### src/hdl/protobuf_wire_field_parser_top_defines.svh
// Assertion macros shared by the parser's top level.
`ifndef PROTOBUF_WIRE_FIELD_PARSER_TOP_DEFINES_SVH
`define PROTOBUF_WIRE_FIELD_PARSER_TOP_DEFINES_SVH
// Implication checked on every clock edge outside reset.
`define PWF_ASSERT_IMPL(label, clk, rst_n, ante, cons, msg) \
    label: assert property (@(posedge clk) disable iff (!rst_n) (ante) |-> (cons)) \
        else $error(msg);
// Implication checked in the cycle after the antecedent.
`define PWF_ASSERT_NEXT(label, clk, rst_n, ante, cons, msg) \
    label: assert property (@(posedge clk) disable iff (!rst_n) (ante) |=> (cons)) \
        else $error(msg);
`endif

### src/hdl/pwf_pkg.sv
// ----------------------------------------------------------------------------
// pwf_pkg
// Types and constants shared by the protobuf wire field parser.
// ----------------------------------------------------------------------------
package pwf_pkg;
    localparam int unsigned LEN_W      = 17;
    localparam int unsigned MAX_MSG    = 65536;
    localparam int unsigned VARINT_MAX = 10;
    localparam int unsigned QDEPTH     = 2;

    localparam logic [1:0] ST_OK      = 2'd0;
    localparam logic [1:0] ST_ZERO_FN = 2'd1;
    localparam logic [1:0] ST_BAD_WT  = 2'd2;
    localparam logic [1:0] ST_LEN_END = 2'd3;

    localparam logic [2:0] WT_VARINT = 3'd0;
    localparam logic [2:0] WT_FIX64  = 3'd1;
    localparam logic [2:0] WT_LEN    = 3'd2;
    localparam logic [2:0] WT_FIX32  = 3'd5;

    localparam logic [0:0] REG_MSG_LEN = 1'b0;

    // One classified byte handed from the front to the back.
    typedef struct packed {
        logic [7:0]       data;
        logic [LEN_W-1:0] after;
        logic             final_byte;
        logic [LEN_W-1:0] rem;
        logic             restart;
    } t_cls;

    typedef struct packed {
        logic [1:0]       status;
        logic [31:0]      field_id;
        logic [2:0]       wire_kind;
        logic [63:0]      field_value;
        logic [LEN_W-1:0] payload_offset;
        logic             last;
    } t_res;
endpackage

### src/hdl/pwf_if.sv
// ----------------------------------------------------------------------------
// pwf_byte_if / pwf_res_if
// Valid/ready channels for input bytes and parsed fields.
// ----------------------------------------------------------------------------
interface pwf_byte_if;
    logic       valid;
    logic       ready;
    logic [7:0] data_byte;
    modport source (output valid, output data_byte, input ready);
    modport sink   (input valid, input data_byte, output ready);
endinterface

interface pwf_res_if;
    import pwf_pkg::*;
    logic              valid;
    logic              ready;
    logic [1:0]        status;
    logic [31:0]       field_id;
    logic [2:0]        wire_kind;
    logic [63:0]       field_value;
    logic [LEN_W-1:0]  payload_offset;
    logic              last;
    modport source (output valid, output status, output field_id, output wire_kind,
                    output field_value, output payload_offset, output last, input ready);
    modport sink   (input valid, input status, input field_id, input wire_kind,
                    input field_value, input payload_offset, input last, output ready);
endinterface

### src/hdl/pwf_front.sv
// ----------------------------------------------------------------------------
// pwf_front
// Tracks the byte position in the message and tags each byte with its
// position, end-of-message flag and remaining byte count.
// ----------------------------------------------------------------------------
module pwf_front import pwf_pkg::*; (
    input  logic             i_clk,
    input  logic             i_rst_n,
    input  logic [LEN_W-1:0] i_msg_len,
    input  logic             i_valid,
    input  logic [7:0]       i_data,
    output logic             o_ready,
    output logic             o_push,
    output t_cls             o_cls,
    input  logic             i_q_full
);
    logic [LEN_W-1:0] r_pos, n_pos, w_len, w_base;
    logic             r_pend, n_pend;
    logic             w_take;

    assign w_len   = (i_msg_len > LEN_W'(MAX_MSG)) ? LEN_W'(MAX_MSG) : i_msg_len;
    assign o_ready = !i_q_full;
    assign w_take  = i_valid && o_ready;
    assign w_base  = (r_pos >= w_len) ? '0 : r_pos;

    always_comb begin
        o_cls.data       = i_data;
        o_cls.after      = w_base + 1'b1;
        o_cls.final_byte = (o_cls.after == w_len);
        o_cls.rem        = w_len - o_cls.after;
        // A byte dropped at zero length or a lowered length restarts the decoder.
        o_cls.restart    = r_pend || (r_pos >= w_len);
        // A zero length drops every byte without a result.
        o_push = w_take && (w_len != '0);
        n_pos  = r_pos;
        n_pend = r_pend;
        if (w_take) begin
            n_pos  = (w_len == '0 || o_cls.final_byte) ? '0 : o_cls.after;
            n_pend = (w_len == '0);
        end
    end

    always_ff @(posedge i_clk) begin
        if (!i_rst_n) begin
            r_pos  <= '0;
            r_pend <= 1'b0;
        end else begin
            r_pos  <= n_pos;
            r_pend <= n_pend;
        end
    end
endmodule

### src/hdl/pwf_queue.sv
// ----------------------------------------------------------------------------
// pwf_queue
// Short FIFO of classified bytes between the front and the back.
// ----------------------------------------------------------------------------
module pwf_queue import pwf_pkg::*; (
    input  logic i_clk,
    input  logic i_rst_n,
    input  logic i_push,
    input  t_cls i_data,
    output logic o_full,
    input  logic i_pop,
    output logic o_empty,
    output t_cls o_data
);
    localparam int unsigned AW = $clog2(QDEPTH);
    t_cls          r_mem [QDEPTH];
    logic [AW-1:0] r_wp, r_rp;
    logic [AW:0]   r_cnt;

    assign o_full  = (r_cnt == (AW+1)'(QDEPTH));
    assign o_empty = (r_cnt == '0);
    assign o_data  = r_mem[r_rp];

    always_ff @(posedge i_clk) begin
        if (i_push) begin
            r_mem[r_wp] <= i_data;
        end
    end

    always_ff @(posedge i_clk) begin
        if (!i_rst_n) begin
            r_wp  <= '0;
            r_rp  <= '0;
            r_cnt <= '0;
        end else begin
            if (i_push) begin
                r_wp <= r_wp + 1'b1;
            end
            if (i_pop) begin
                r_rp <= r_rp + 1'b1;
            end
            r_cnt <= r_cnt + (AW+1)'(i_push) - (AW+1)'(i_pop);
        end
    end
endmodule

### src/hdl/pwf_back.sv
// ----------------------------------------------------------------------------
// pwf_back
// Field decoder: tag and value varints, fixed values, payload skipping and
// error handling, one byte per cycle unless an unaccepted result stalls it, into an output register.
// ----------------------------------------------------------------------------
module pwf_back import pwf_pkg::*; (
    input  logic          i_clk,
    input  logic          i_rst_n,
    input  logic          i_empty,
    input  t_cls          i_cls,
    output logic          o_pop,
    pwf_res_if.source     res
);
    typedef enum logic [5:0] {
        PH_TAG    = 6'b000001,
        PH_VARINT = 6'b000010,
        PH_LEN    = 6'b000100,
        PH_FIXED  = 6'b001000,
        PH_SKIP   = 6'b010000,
        PH_IGNORE = 6'b100000
    } t_phase;

    t_phase           r_ph, n_ph, w_ph;
    logic [63:0]      r_acc, n_acc, w_acc, w_vacc;
    logic [3:0]       r_gc, n_gc, w_gc, w_vgc, w_n;
    logic [31:0]      r_fn, n_fn, w_fn;
    logic [2:0]       r_wt, n_wt, w_wt;
    logic [LEN_W-1:0] r_togo, n_togo, w_togo;
    logic             r_ov, w_fire, w_emit, w_vdone;
    t_res             r_res, w_res;
    logic [63:0]      w_rem64;

    assign o_pop  = !i_empty && (!r_ov || res.ready);
    assign w_fire = o_pop;
    assign w_rem64 = 64'(i_cls.rem);

    // A restarted message begins from the cleared parser state.
    assign w_ph   = i_cls.restart ? PH_TAG : r_ph;
    assign w_acc  = i_cls.restart ? '0 : r_acc;
    assign w_gc   = i_cls.restart ? '0 : r_gc;
    assign w_fn   = i_cls.restart ? '0 : r_fn;
    assign w_wt   = i_cls.restart ? '0 : r_wt;
    assign w_togo = i_cls.restart ? '0 : r_togo;

    // Varint group step on the current accumulator.
    assign w_n     = (w_gc < 4'(VARINT_MAX)) ? w_gc : 4'd0;
    assign w_vacc  = w_acc | (64'(i_cls.data[6:0]) << (7 * w_n));
    assign w_vgc   = w_n + 1'b1;
    assign w_vdone = !i_cls.data[7] || (w_vgc >= 4'(VARINT_MAX)) || i_cls.final_byte;

    always_comb begin
        logic [31:0] fn;
        logic [2:0]  wt;
        logic [3:0]  need;
        n_ph   = w_ph;
        n_acc  = w_acc;
        n_gc   = w_gc;
        n_fn   = w_fn;
        n_wt   = w_wt;
        n_togo = w_togo;
        w_emit = 1'b0;
        fn     = w_vacc[34:3];
        wt     = w_vacc[2:0];
        need   = (wt == WT_FIX64) ? 4'd8 : 4'd4;
        w_res  = '{status: ST_OK, field_id: w_fn, wire_kind: w_wt,
                   field_value: '0, payload_offset: '0, last: i_cls.final_byte};
        case (w_ph)
            PH_TAG: begin
                n_acc = w_vacc;
                n_gc  = w_vgc;
                if (w_vdone) begin
                    n_fn  = fn;
                    n_wt  = wt;
                    n_acc = '0;
                    n_gc  = '0;
                    w_res.field_id  = fn;
                    w_res.wire_kind = wt;
                    if (fn == '0) begin
                        w_emit = 1'b1;
                        w_res.status = ST_ZERO_FN;
                        n_ph = PH_IGNORE;
                    end else if (wt == WT_VARINT) begin
                        if (i_cls.final_byte) begin
                            w_emit = 1'b1;
                        end else begin
                            n_ph = PH_VARINT;
                        end
                    end else if (wt == WT_FIX64 || wt == WT_FIX32) begin
                        if (i_cls.rem < LEN_W'(need)) begin
                            w_emit = 1'b1;
                        end else begin
                            n_togo = LEN_W'(need);
                            n_ph   = PH_FIXED;
                        end
                    end else if (wt == WT_LEN) begin
                        if (i_cls.final_byte) begin
                            w_emit = 1'b1;
                            w_res.payload_offset = i_cls.after;
                        end else begin
                            n_ph = PH_LEN;
                        end
                    end else begin
                        w_emit = 1'b1;
                        w_res.status = ST_BAD_WT;
                        n_ph = PH_IGNORE;
                    end
                end
            end
            PH_VARINT: begin
                n_acc = w_vacc;
                n_gc  = w_vgc;
                if (w_vdone) begin
                    w_emit = 1'b1;
                    w_res.field_value = w_vacc;
                    n_acc = '0;
                    n_gc  = '0;
                    n_ph  = PH_TAG;
                end
            end
            PH_LEN: begin
                n_acc = w_vacc;
                n_gc  = w_vgc;
                if (w_vdone) begin
                    w_emit = 1'b1;
                    n_acc  = '0;
                    n_gc   = '0;
                    w_res.field_value    = w_vacc;
                    w_res.payload_offset = i_cls.after;
                    if (w_vacc > w_rem64) begin
                        w_res.status = ST_LEN_END;
                        n_ph = PH_IGNORE;
                    end else begin
                        n_togo = w_vacc[LEN_W-1:0];
                        n_ph   = (w_vacc == '0) ? PH_TAG : PH_SKIP;
                    end
                end
            end
            PH_FIXED: begin
                n_acc  = w_acc | (64'(i_cls.data) << (8 * w_gc[2:0]));
                n_gc   = w_gc + 1'b1;
                n_togo = w_togo - 1'b1;
                if (w_togo == LEN_W'(1)) begin
                    w_emit = 1'b1;
                    w_res.field_value = n_acc;
                    n_acc = '0;
                    n_gc  = '0;
                    n_ph  = PH_TAG;
                end
            end
            PH_SKIP: begin
                n_togo = w_togo - 1'b1;
                if (w_togo == LEN_W'(1)) begin
                    n_ph = PH_TAG;
                end
            end
            default: begin
            end
        endcase
        if (w_res.status != ST_OK) begin
            w_res.last = 1'b1;
        end
        // The message's final byte restarts the parser.
        if (i_cls.final_byte) begin
            n_ph   = PH_TAG;
            n_acc  = '0;
            n_gc   = '0;
            n_fn   = '0;
            n_wt   = '0;
            n_togo = '0;
        end
    end

    always_ff @(posedge i_clk) begin
        if (!i_rst_n) begin
            r_ph   <= PH_TAG;
            r_acc  <= '0;
            r_gc   <= '0;
            r_fn   <= '0;
            r_wt   <= '0;
            r_togo <= '0;
            r_ov   <= 1'b0;
        end else begin
            if (w_fire) begin
                r_ph   <= n_ph;
                r_acc  <= n_acc;
                r_gc   <= n_gc;
                r_fn   <= n_fn;
                r_wt   <= n_wt;
                r_togo <= n_togo;
            end
            if (w_fire) begin
                r_ov <= w_emit;
            end else if (res.ready) begin
                r_ov <= 1'b0;
            end
        end
    end

    always_ff @(posedge i_clk) begin
        if (w_fire && w_emit) begin
            r_res <= w_res;
        end
    end

    assign res.valid          = r_ov;
    assign res.status         = r_res.status;
    assign res.field_id       = r_res.field_id;
    assign res.wire_kind      = r_res.wire_kind;
    assign res.field_value    = r_res.field_value;
    assign res.payload_offset = r_res.payload_offset;
    assign res.last           = r_res.last;
endmodule

### src/hdl/protobuf_wire_field_parser_top.sv
// ----------------------------------------------------------------------------
// protobuf_wire_field_parser_top
// Protobuf wire format field parser with an APB register for message length.
// ----------------------------------------------------------------------------
// One byte is taken per cycle. A front stage tags each byte with its position
// in the message and feeds a two-entry queue; the back stage decodes one byte
// per cycle and registers the result, so the field a byte completes appears
// once that byte has passed the queue and the output register. The decoder
// stalls only when its output register is full and the sink holds off ready;
// the input drops ready once both queue entries are taken.
`include "protobuf_wire_field_parser_top_defines.svh"
module protobuf_wire_field_parser_top import pwf_pkg::*; (
    input  logic        i_clk,
    input  logic        i_rst_n,
    input  logic        psel,
    input  logic        penable,
    input  logic        pwrite,
    input  logic [0:0]  paddr,
    input  logic [31:0] pwdata,
    output logic [31:0] prdata,
    output logic        pready,
    pwf_byte_if.sink    in_ch,
    pwf_res_if.source   out_ch
);
    logic [LEN_W-1:0] r_msg_len;
    logic             w_push, w_full, w_empty, w_pop;
    t_cls             w_in_cls, w_q_cls;

    assign pready = 1'b1;
    assign prdata = (paddr == REG_MSG_LEN) ? 32'(r_msg_len) : 32'd0;

    always_ff @(posedge i_clk) begin
        if (!i_rst_n) begin
            r_msg_len <= '0;
        end else if (psel && penable && pwrite && paddr == REG_MSG_LEN) begin
            r_msg_len <= pwdata[LEN_W-1:0];
        end
    end

    pwf_front u_front (
        .i_clk, .i_rst_n, .i_msg_len(r_msg_len), .i_valid(in_ch.valid),
        .i_data(in_ch.data_byte), .o_ready(in_ch.ready), .o_push(w_push),
        .o_cls(w_in_cls), .i_q_full(w_full)
    );

    pwf_queue u_queue (
        .i_clk, .i_rst_n, .i_push(w_push), .i_data(w_in_cls), .o_full(w_full),
        .i_pop(w_pop), .o_empty(w_empty), .o_data(w_q_cls)
    );

    pwf_back u_back (
        .i_clk, .i_rst_n, .i_empty(w_empty), .i_cls(w_q_cls), .o_pop(w_pop),
        .res(out_ch)
    );

    `PWF_ASSERT_IMPL(a_err_last, i_clk, i_rst_n,
        out_ch.valid && out_ch.status != ST_OK, out_ch.last,
        "error result without last")
    `PWF_ASSERT_IMPL(a_no_pop_empty, i_clk, i_rst_n, w_pop, !w_empty,
        "queue popped while empty")
    `PWF_ASSERT_NEXT(a_hold, i_clk, i_rst_n, out_ch.valid && !out_ch.ready,
        out_ch.valid && $stable(out_ch.field_value),
        "stalled result changed")
endmodule
### src/flat_wrapper.sv
// flat-port wrapper written by rule: the top's interface ports become plain ports
module protobuf_wire_field_parser_top_flat import pwf_pkg::*;
  (i_clk, i_rst_n, psel, penable, pwrite, paddr, pwdata, prdata, pready, in_ch_valid, in_ch_data_byte, in_ch_ready, out_ch_valid, out_ch_status, out_ch_field_id, out_ch_wire_kind, out_ch_field_value, out_ch_payload_offset, out_ch_last, out_ch_ready);
  pwf_byte_if in_ch_i ();
  pwf_res_if out_ch_i ();
  input  logic i_clk;
  input  logic i_rst_n;
  input  logic psel;
  input  logic penable;
  input  logic pwrite;
  input  logic [0:0] paddr;
  input  logic [31:0] pwdata;
  output logic [31:0] prdata;
  output logic pready;
  input wire logic [$bits(in_ch_i.valid)-1:0] in_ch_valid;
  input wire logic [$bits(in_ch_i.data_byte)-1:0] in_ch_data_byte;
  output wire logic [$bits(in_ch_i.ready)-1:0] in_ch_ready;
  output wire logic [$bits(out_ch_i.valid)-1:0] out_ch_valid;
  output wire logic [$bits(out_ch_i.status)-1:0] out_ch_status;
  output wire logic [$bits(out_ch_i.field_id)-1:0] out_ch_field_id;
  output wire logic [$bits(out_ch_i.wire_kind)-1:0] out_ch_wire_kind;
  output wire logic [$bits(out_ch_i.field_value)-1:0] out_ch_field_value;
  output wire logic [$bits(out_ch_i.payload_offset)-1:0] out_ch_payload_offset;
  output wire logic [$bits(out_ch_i.last)-1:0] out_ch_last;
  input wire logic [$bits(out_ch_i.ready)-1:0] out_ch_ready;
  assign in_ch_i.valid = in_ch_valid;
  assign in_ch_i.data_byte = in_ch_data_byte;
  assign in_ch_ready = in_ch_i.ready;
  assign out_ch_valid = out_ch_i.valid;
  assign out_ch_status = out_ch_i.status;
  assign out_ch_field_id = out_ch_i.field_id;
  assign out_ch_wire_kind = out_ch_i.wire_kind;
  assign out_ch_field_value = out_ch_i.field_value;
  assign out_ch_payload_offset = out_ch_i.payload_offset;
  assign out_ch_last = out_ch_i.last;
  assign out_ch_i.ready = out_ch_ready;
  protobuf_wire_field_parser_top u_core (.i_clk(i_clk), .i_rst_n(i_rst_n), .psel(psel), .penable(penable), .pwrite(pwrite), .paddr(paddr), .pwdata(pwdata), .prdata(prdata), .pready(pready), .in_ch(in_ch_i), .out_ch(out_ch_i));
endmodule
### config.mk
export PLATFORM = sky130hd
export DESIGN_NAME = protobuf_wire_field_parser_top_flat
export DESIGN_NICKNAME = d
export VERILOG_FILES = /design/src/hdl/pwf_pkg.sv /design/src/hdl/pwf_if.sv /design/src/hdl/pwf_front.sv /design/src/hdl/pwf_queue.sv /design/src/hdl/pwf_back.sv /design/src/hdl/protobuf_wire_field_parser_top.sv /design/src/flat_wrapper.sv
export VERILOG_INCLUDE_DIRS = /design/src /design/src/hdl
export SDC_FILE = /design/constraint.sdc
export NUM_CORES = 1
export LEC_CHECK = 0
export BUFFER_PORTS_ARGS = -buffer_cell sky130_fd_sc_hd__buf_2
export CAP_MARGIN = 20
export CORE_ASPECT_RATIO = 2
export CORE_MARGIN = 4
export CORE_UTILIZATION = 30
export DETAILED_ROUTE_END_ITERATION = 7
export PLACE_DENSITY = 0.57
export RECOVER_POWER = 25
export SYNTH_ARGS = -nofsm -noshare
export SYNTH_HDL_FRONTEND = slang
export SYNTH_HIERARCHICAL = 1
export SYNTH_SLANG_ARGS = --single-unit
export TNS_END_PERCENT = 50
### constraint.sdc
create_clock -name i_clk -period 7.8 [get_ports i_clk]
set_input_delay 1.56 -clock i_clk [delete_from_list [all_inputs] [get_ports i_clk]]
set_output_delay 1.56 -clock i_clk [all_outputs]
set_load 0.1 [all_outputs]
Yosys cells after proc, flatten, opt, wreduce, memory -nomap -nowiden
Memories as Yosys holds them, arrays and structs flattened. A register that Yosys moved wholly into a read port is not among the register bits.
Index checks and enable logic that the tools add are counted.
- flip-flop bits (word level): 285
- RAM bits: 88
- output and inout port bits: 154
- word-level logic and storage cells: 164
- memories kept: 1
- $add $sub $neg: 9
- $mul: 1
- magnitude comparators: 6
- eq/ne operators: 11
- shift operators: 2
- muxes and demuxes: 84
- bitwise logic cells: 3
- reduce and logical (&&, ||, !) cells: 28
- memory list (name ; words ; bits a word ; rd ports ; clocked after Yosys merged registers in ; wr ports ; line ; RTL):
    u_core.u_queue.r_mem ; 2 ; 44 ; 1 ; 1 ; 1 ; pwf_queue.sv:16 ; t_cls r_mem [QDEPTH];
- operators with widths (operator ; count):
    two-way mux 64 bit ; 6
    two-way mux 17 bit ; 19
    case mux 64 bit (3 select lines) ; 1
    two-way mux 32 bit ; 4
    bitwise OR 64 bit ; 2
    case mux 64 bit (2 select lines) ; 1
    two-way mux 81 bit ; 1
    two-way mux 6 bit ; 12
    greater-than comparator 64 x 17 -> 1 bit ; 1
    zero test 64 bit ; 1
    left shift 7 x 7 -> 64 bit ; 1
    left shift 8 x 6 -> 64 bit ; 1
    case mux 17 bit (3 select lines) ; 1
    two-way mux 37 bit ; 1
    two-way mux 35 bit ; 1
    case mux 17 bit (2 select lines) ; 1
    zero test 32 bit ; 1
    two-way mux 4 bit ; 6
    case mux 6 bit (4 select lines) ; 1
    adder 17 x 1 -> 17 bit, second input constant ; 1
    == test 17 x 1 -> 1 bit, second input constant ; 1
    == test 17 bit ; 1
    >= comparator 17 bit ; 1
    greater-than comparator 17 bit, second input constant ; 1
    37 further kinds ; 77

Logic depth before layout (Yosys ltp)
- depth after elaboration: 16
- depth in mapped cells: 27
- mapped depth without buffers: 25

Cells and area by module
Netlist, hierarchy kept.
- modules (own cells, without submodules) (module ; instances ; cells an instance ; area each (um2) ; seq. area each (um2)):
    pwf_back ; 1 ; 1649 ; 14131.1 ; 6115.9
    pwf_queue ; 1 ; 158 ; 3604.7 ; 2742.6
    pwf_front ; 1 ; 337 ; 2439.8 ; 360.3
    protobuf_wire_field_parser_top ; 1 ; 111 ; 950.9 ; 340.3

Least setup slack after synthesis
Ideal clock, no wire load.
- path type: reg2reg
- start point: reg (tool-made name)
- end point: reg u_core.u_back.r_res, in the netlist u_core/u_back/res.field_id[0], enable pin
- library setup time: 472 ps
- arrival: 5573 ps
- data required time: 7328 ps
- setup slack: 1755 ps
- cell stages (with the launch flop): 19
- path buffers: 4
- path through: dfxtp_1 buf_6 buf_12 mux2_4 buf_6 or3_1 buf_4 a21oi_4 inv_2 nor2_1 nand2_1 ha_1 a211oi_1 nand4_1 a21oi_1 o22ai_1 a21oi_1 o21ai_0 inv_1
- RTL lines (what ; line ; RTL):
    end signal: assignment ; pwf_back.sv:201 ; r_res <= w_res;
    end: declaration ; pwf_back.sv:30 ; t_res r_res, w_res;

Worst setup path after layout
- start point: reg u_core.r_msg_len[16]
- end point: reg u_core.u_front.r_pos[2]
- longest elaborated chain between the ends: 8
- elaborated cells on any way between the ends: 9
- classes of those cells: 1 x add/sub; 2 x order compare; 1 x eq/ne; 3 x mux; 2 x reduce/logical
- RTL lines (what ; line ; RTL):
    start: declaration ; protobuf_wire_field_parser_top.sv:25 ; logic [LEN_W-1:0] r_msg_len;
    start signal: assignment ; protobuf_wire_field_parser_top.sv:36 ; r_msg_len <= pwdata[LEN_W-1:0];
    greater-than comparator 17 bit ; pwf_front.sv:21 ; assign w_len = (i_msg_len > LEN_W'(MAX_MSG)) ? LEN_W'(MAX_MSG) : i_msg_len;
    two-way mux 17 bit * ; pwf_front.sv:21 ;
    >= comparator 17 bit ; pwf_front.sv:24 ; assign w_base = (r_pos >= w_len) ? '0 : r_pos;
    two-way mux 17 bit ; pwf_front.sv:24 ;
    adder 17 x 1 -> 17 bit ; pwf_front.sv:28 ; o_cls.after = w_base + 1'b1;
    == test 17 bit ; pwf_front.sv:29 ; o_cls.final_byte = (o_cls.after == w_len);
    logical OR 1 bit ; pwf_front.sv:38 ; n_pos = (w_len == '0 || o_cls.final_byte) ? '0 : o_cls.after;
    two-way mux 17 bit * ; pwf_front.sv:38 ;
    end signal: assignment ; pwf_front.sv:48 ; r_pos <= n_pos;
    end: declaration ; pwf_front.sv:17 ; logic [LEN_W-1:0] r_pos, n_pos, w_len, w_base;
Every way passes the cells marked *; elsewhere a longest branch is shown, timed or not.
A chain may end at the register's enable or synchronous reset.

==> run metrics <==
P per Cell Area roughly 360 nW/um^2; sequential cell area 9560 sq um; actual slew at the worst max-slew pin roughly 2.5 ns; sequential share of the synthesized area between 40 and 50%; PortBufs 170; Total Negative Setup Slacks 0 ns; clock transition at the registers of the reported paths roughly 0.07 ns; setup repair after global routing missed its margin no; largest area contributor in the synthesized netlist sky130_fd_sc_hd__edfxtp_1; clock latency of the later-clocked register in the worst-skew pair 0.59 ns; most common flop cell mapped by yosys sky130_fd_sc_hd__edfxtp_1; signal arrival time at the worst endpoint 7.27 ns; most instantiated library cell after synthesis sky130_fd_sc_hd__edfxtp_1; maximum vdd drop about 0.00032 V; total number of vias around 19000; average vias per placed instance about 5.8; Synth area leaders sky130_fd_sc_hd__edfxtp_1 (29%), sky130_fd_sc_hd__dfxtp_1 (16%), sky130_fd_sc_hd__a21oi_1 (4.6%), sky130_fd_sc_hd__ha_1 (3.4%), sky130_fd_sc_hd__nor2_1 (3.2%); Maximum Capacitance Violations 3; post-detail-place hpwl approximately 56 mm; DR iter-0 viols between 1500 and 2000; worst hold slack across all endpoints roughly 0.46 ns; number of H-tree levels 2; warnings from Yosys 6; largest fanout of any net on the critical path 17; crit path launch type register; leakage component of the power 0.00860 uW; critical register-to-register path startpoint u_core/r_msg_len[16]; switch share roughly half; number of nets in the layout between 2000 and 2500; multiplexer share of the synthesized area about 4.1%; critical hold path startpoint u_core/u_back/r_acc[29]; number of iterations in the first detailed-routing pass 7; FF-to-FF path depth 24; adder-cell share of the synthesized area 3.53%; Mapped Cells approximately 2300; Filler Cells Inserted just over 7000; overall die area ~75000 sq um; Unique masters post-synth roughly 100; clock period minus final worst setup slack a little under 7 ns; core region area about 70000 sq um; start-to-end type of the worst setup path reg2reg; post-synthesis register bit count about 370; cell area after synthesis 21100 sq um; clk_skew ~0.053 ns; wire length reported by the detailed router approximately 80 mm; setup-violating endpoint count in the final report 0; crit end category register; Max-slew headroom -67.2%; simple-gate share of the synthesized area 17.7%; total global-route track usage between 10% and 20%; HP Class reg2reg; wire length per cell roughly 24 microns; clock group share of total power around a fifth; failing checks max-capacitance violations, max-slew violations; maximum number of pins on one net before global-route repair 79; worst r2r dst u_core/u_front/r_pos[2]; fraction of layout cells with a size suffix above 1 14.5%; achievable frequency ~150 MHz; Starting Density between 30 and 40%; Avg Inst Size Synth 9.37 sq um; fraction of the mapped netlist area in compound gates around 22%; area delta synth->final 12.8%; buffer levels on the longest clock path 3; number of clock buffers inserted by TritonCTS 38; FF-to-FF setup slack 0.97 ns; area of the multi-input gates roughly 10000 sq um; proportion of synthesized flip-flops having asynchronous set or reset 0%; Final Cycle Share between 80 and 90%; DIE HEIGHT around 380 microns; number of clock sinks between 300 and 400; number of hold violations in the final report 0; clock tree from TritonCTS done; global-route track usage on met3 between 3 and 4%; grt met2 use ~36%; number of max-slew violations in the final report about 120; sequential share of power 29.8%; required time at the endpoint of the critical path between 8 and 9 ns; global-route layer with the greatest usage met2; Commonest cells post-synth sky130_fd_sc_hd__edfxtp_1 (207), sky130_fd_sc_hd__a21oi_1 (196), sky130_fd_sc_hd__nor2_1 (179); number of DRC violations after detailed routing 0; routability congestion estimate from global placement between 0.9 and 1; Site Rows about 140; CTS Root Cell sky130_fd_sc_hd__clkbuf_16; switching power total approximately 4400 uW; Detail Route Antenna Nets 0; total of hold buffers inserted after clock tree synthesis 0; CTS resizes 0; number of top-level pins 202; internal power roughly 4200 uW; Post-synth EDFFs around 210; hold-critical path endpoint u_core/u_back/r_acc[29]; fraction of synthesized cell area taken by the top area cell type between 20% and 30%; worst hold path depth 2; number of diodes 0; XOR/XNOR share of the synthesized area ~1.5%; aggregate global routing overflow 0; post-CTS setup buffer count 0; main combinational cell family by area after synthesis compound AO/OA/AOI/OAI gates; met1 routing resource usage after global routing between 10% and 20%; global-route wire length before repair between 100 and 150 mm; vias in the first global route about 19000; Comb power frac 48.8%; floorplan die width between 150 and 200 microns; number of antenna violations at the first check in global routing 1; status finished with violations
==> final cells by class <==
class                   count  share of cell area (%)
multi-input cells        1607                    43.5
flip-flops and latches    374                    40.1
clock inverters            25                   0.940
well taps                 903                    4.74
repair buffers            226                    5.02
clock buffers              45                    4.23
inverters                  88                    1.40
==> placed cells by master, fill, tap and decap left out, drive strengths merged, types with 87 or more instances in the layout <==
cell type  netlist  routed
inv             86      89
buf             77     162
nor2           179     179
o21ai          127     127
a21oi          197     197
nor2b           97      97
edfxtp         207     207
dfxtp          167     167
clkbuf         123     109
nand2          168     168
a22oi           87      87
==> power by group through the flow <==
stage / combinational, uW / clock [uW] / sequential [uW]
after global routing: 4370 / 1970 / 2610
after global placement: 4160 / 0 / 2610
after floorplan: 1660 / 0 / 4010
after CTS: 4200 / 1900 / 2580
final: 4220 / 1850 / 2580
after detailed placement: 4190 / 0 / 2620
==> logic make-up (layout without fill, tap and decap cells) <==
| kind of cell | count (synthesis) | count (layout) |
|---|---|---|
| other | 2 | 16 |
| muxes | 66 | 66 |
| adders and majority gates | 59 | 59 |
| AOI/OAI and AO/OA | 702 | 702 |
| xor gates and xnor gates | 35 | 35 |
| buffers and inverters | 288 | 384 |
| DFF | 374 | 374 |
| and+or+nand+nor | 729 | 729 |
==> registers in the layout (all words and copies together), names as in the netlist, 32 cells and up, named ones only <==
register                       flops
u_core/u_back/res.field_id        32
u_core/u_back/r_fn                32
u_core/u_back/r_acc               64
u_core/u_queue/r_mem              88
u_core/u_back/res.field_value     64
==> per-layer routing <==
layer	routed length, microns	part of all wire (%)	vias to the layer above
met1	25900	33	9030
met2	39900	51	984
met4	7130	9.1	2
li1	-	-	8482
met5	12	0.015	-
met3	5070	6.5	331
==> worst max path at each step <==
stage,to,slack (ns),from,depth (start not counted)
after floorplan,u_core/u_back/res.field_id[0],1.75,register,18
after global placement,u_core/u_front/r_pos[2],1.24,u_core/r_msg_len[16],24
after detailed placement,u_core/u_front/r_pos[2],1.06,u_core/r_msg_len[16],24
after CTS,u_core/u_front/r_pos[2],1.04,u_core/r_msg_len[16],24
after global routing,u_core/u_front/r_pos[2],0.42,u_core/r_msg_len[16],24
final,u_core/u_front/r_pos[2],0.97,u_core/r_msg_len[16],24
==> worst max-delay path, cell delays in order (launching register included) <==
cell	delay, ns
sky130_fd_sc_hd__dfxtp_1	0.46
sky130_fd_sc_hd__clkinv_1	0.45
sky130_fd_sc_hd__nand2_1	0.31
sky130_fd_sc_hd__inv_1	0.07
sky130_fd_sc_hd__ha_1	0.27
sky130_fd_sc_hd__nor2b_1	0.04
sky130_fd_sc_hd__o21ai_0	0.22
sky130_fd_sc_hd__a41oi_1	0.20
sky130_fd_sc_hd__a2111oi_2	0.74
sky130_fd_sc_hd__nand2b_1	0.35
sky130_fd_sc_hd__nor2_1	0.13
sky130_fd_sc_hd__ha_1	0.30
sky130_fd_sc_hd__nand3_1	0.11
sky130_fd_sc_hd__or2_1	0.28
sky130_fd_sc_hd__nor2_1	0.09
sky130_fd_sc_hd__xnor2_1	0.12
sky130_fd_sc_hd__or2_2	0.31
sky130_fd_sc_hd__ha_1	0.35
sky130_fd_sc_hd__nand4_1	0.18
sky130_fd_sc_hd__nor4_1	0.69
sky130_fd_sc_hd__nand2_1	0.18
sky130_fd_sc_hd__nor3_1	0.17
sky130_fd_sc_hd__nand4b_4	0.34
sky130_fd_sc_hd__nor2_1	0.07
sky130_fd_sc_hd__a211o_1	0.27
==> stage by stage <==
step / cell area [sq um] / power, uW / cells / utilization (%) / setup WS, ns
finish: 23800 / 8640 / 3268 / 34.1 / 0.973
global route: 23800 / 8950 / 3268 / 34.1 / 0.424
CTS: 23900 / 8680 / 3266 / 34.3 / 1.04
detailed placement: 22700 / 6810 / 3196 / 32.5 / 1.06
global placement: 22700 / 6770 / 3196 / 32.5 / 1.24
floorplan: 21200 / 5670 / 2269 / - / 1.75
Note: power is estimated with default switching activity, not from simulation.
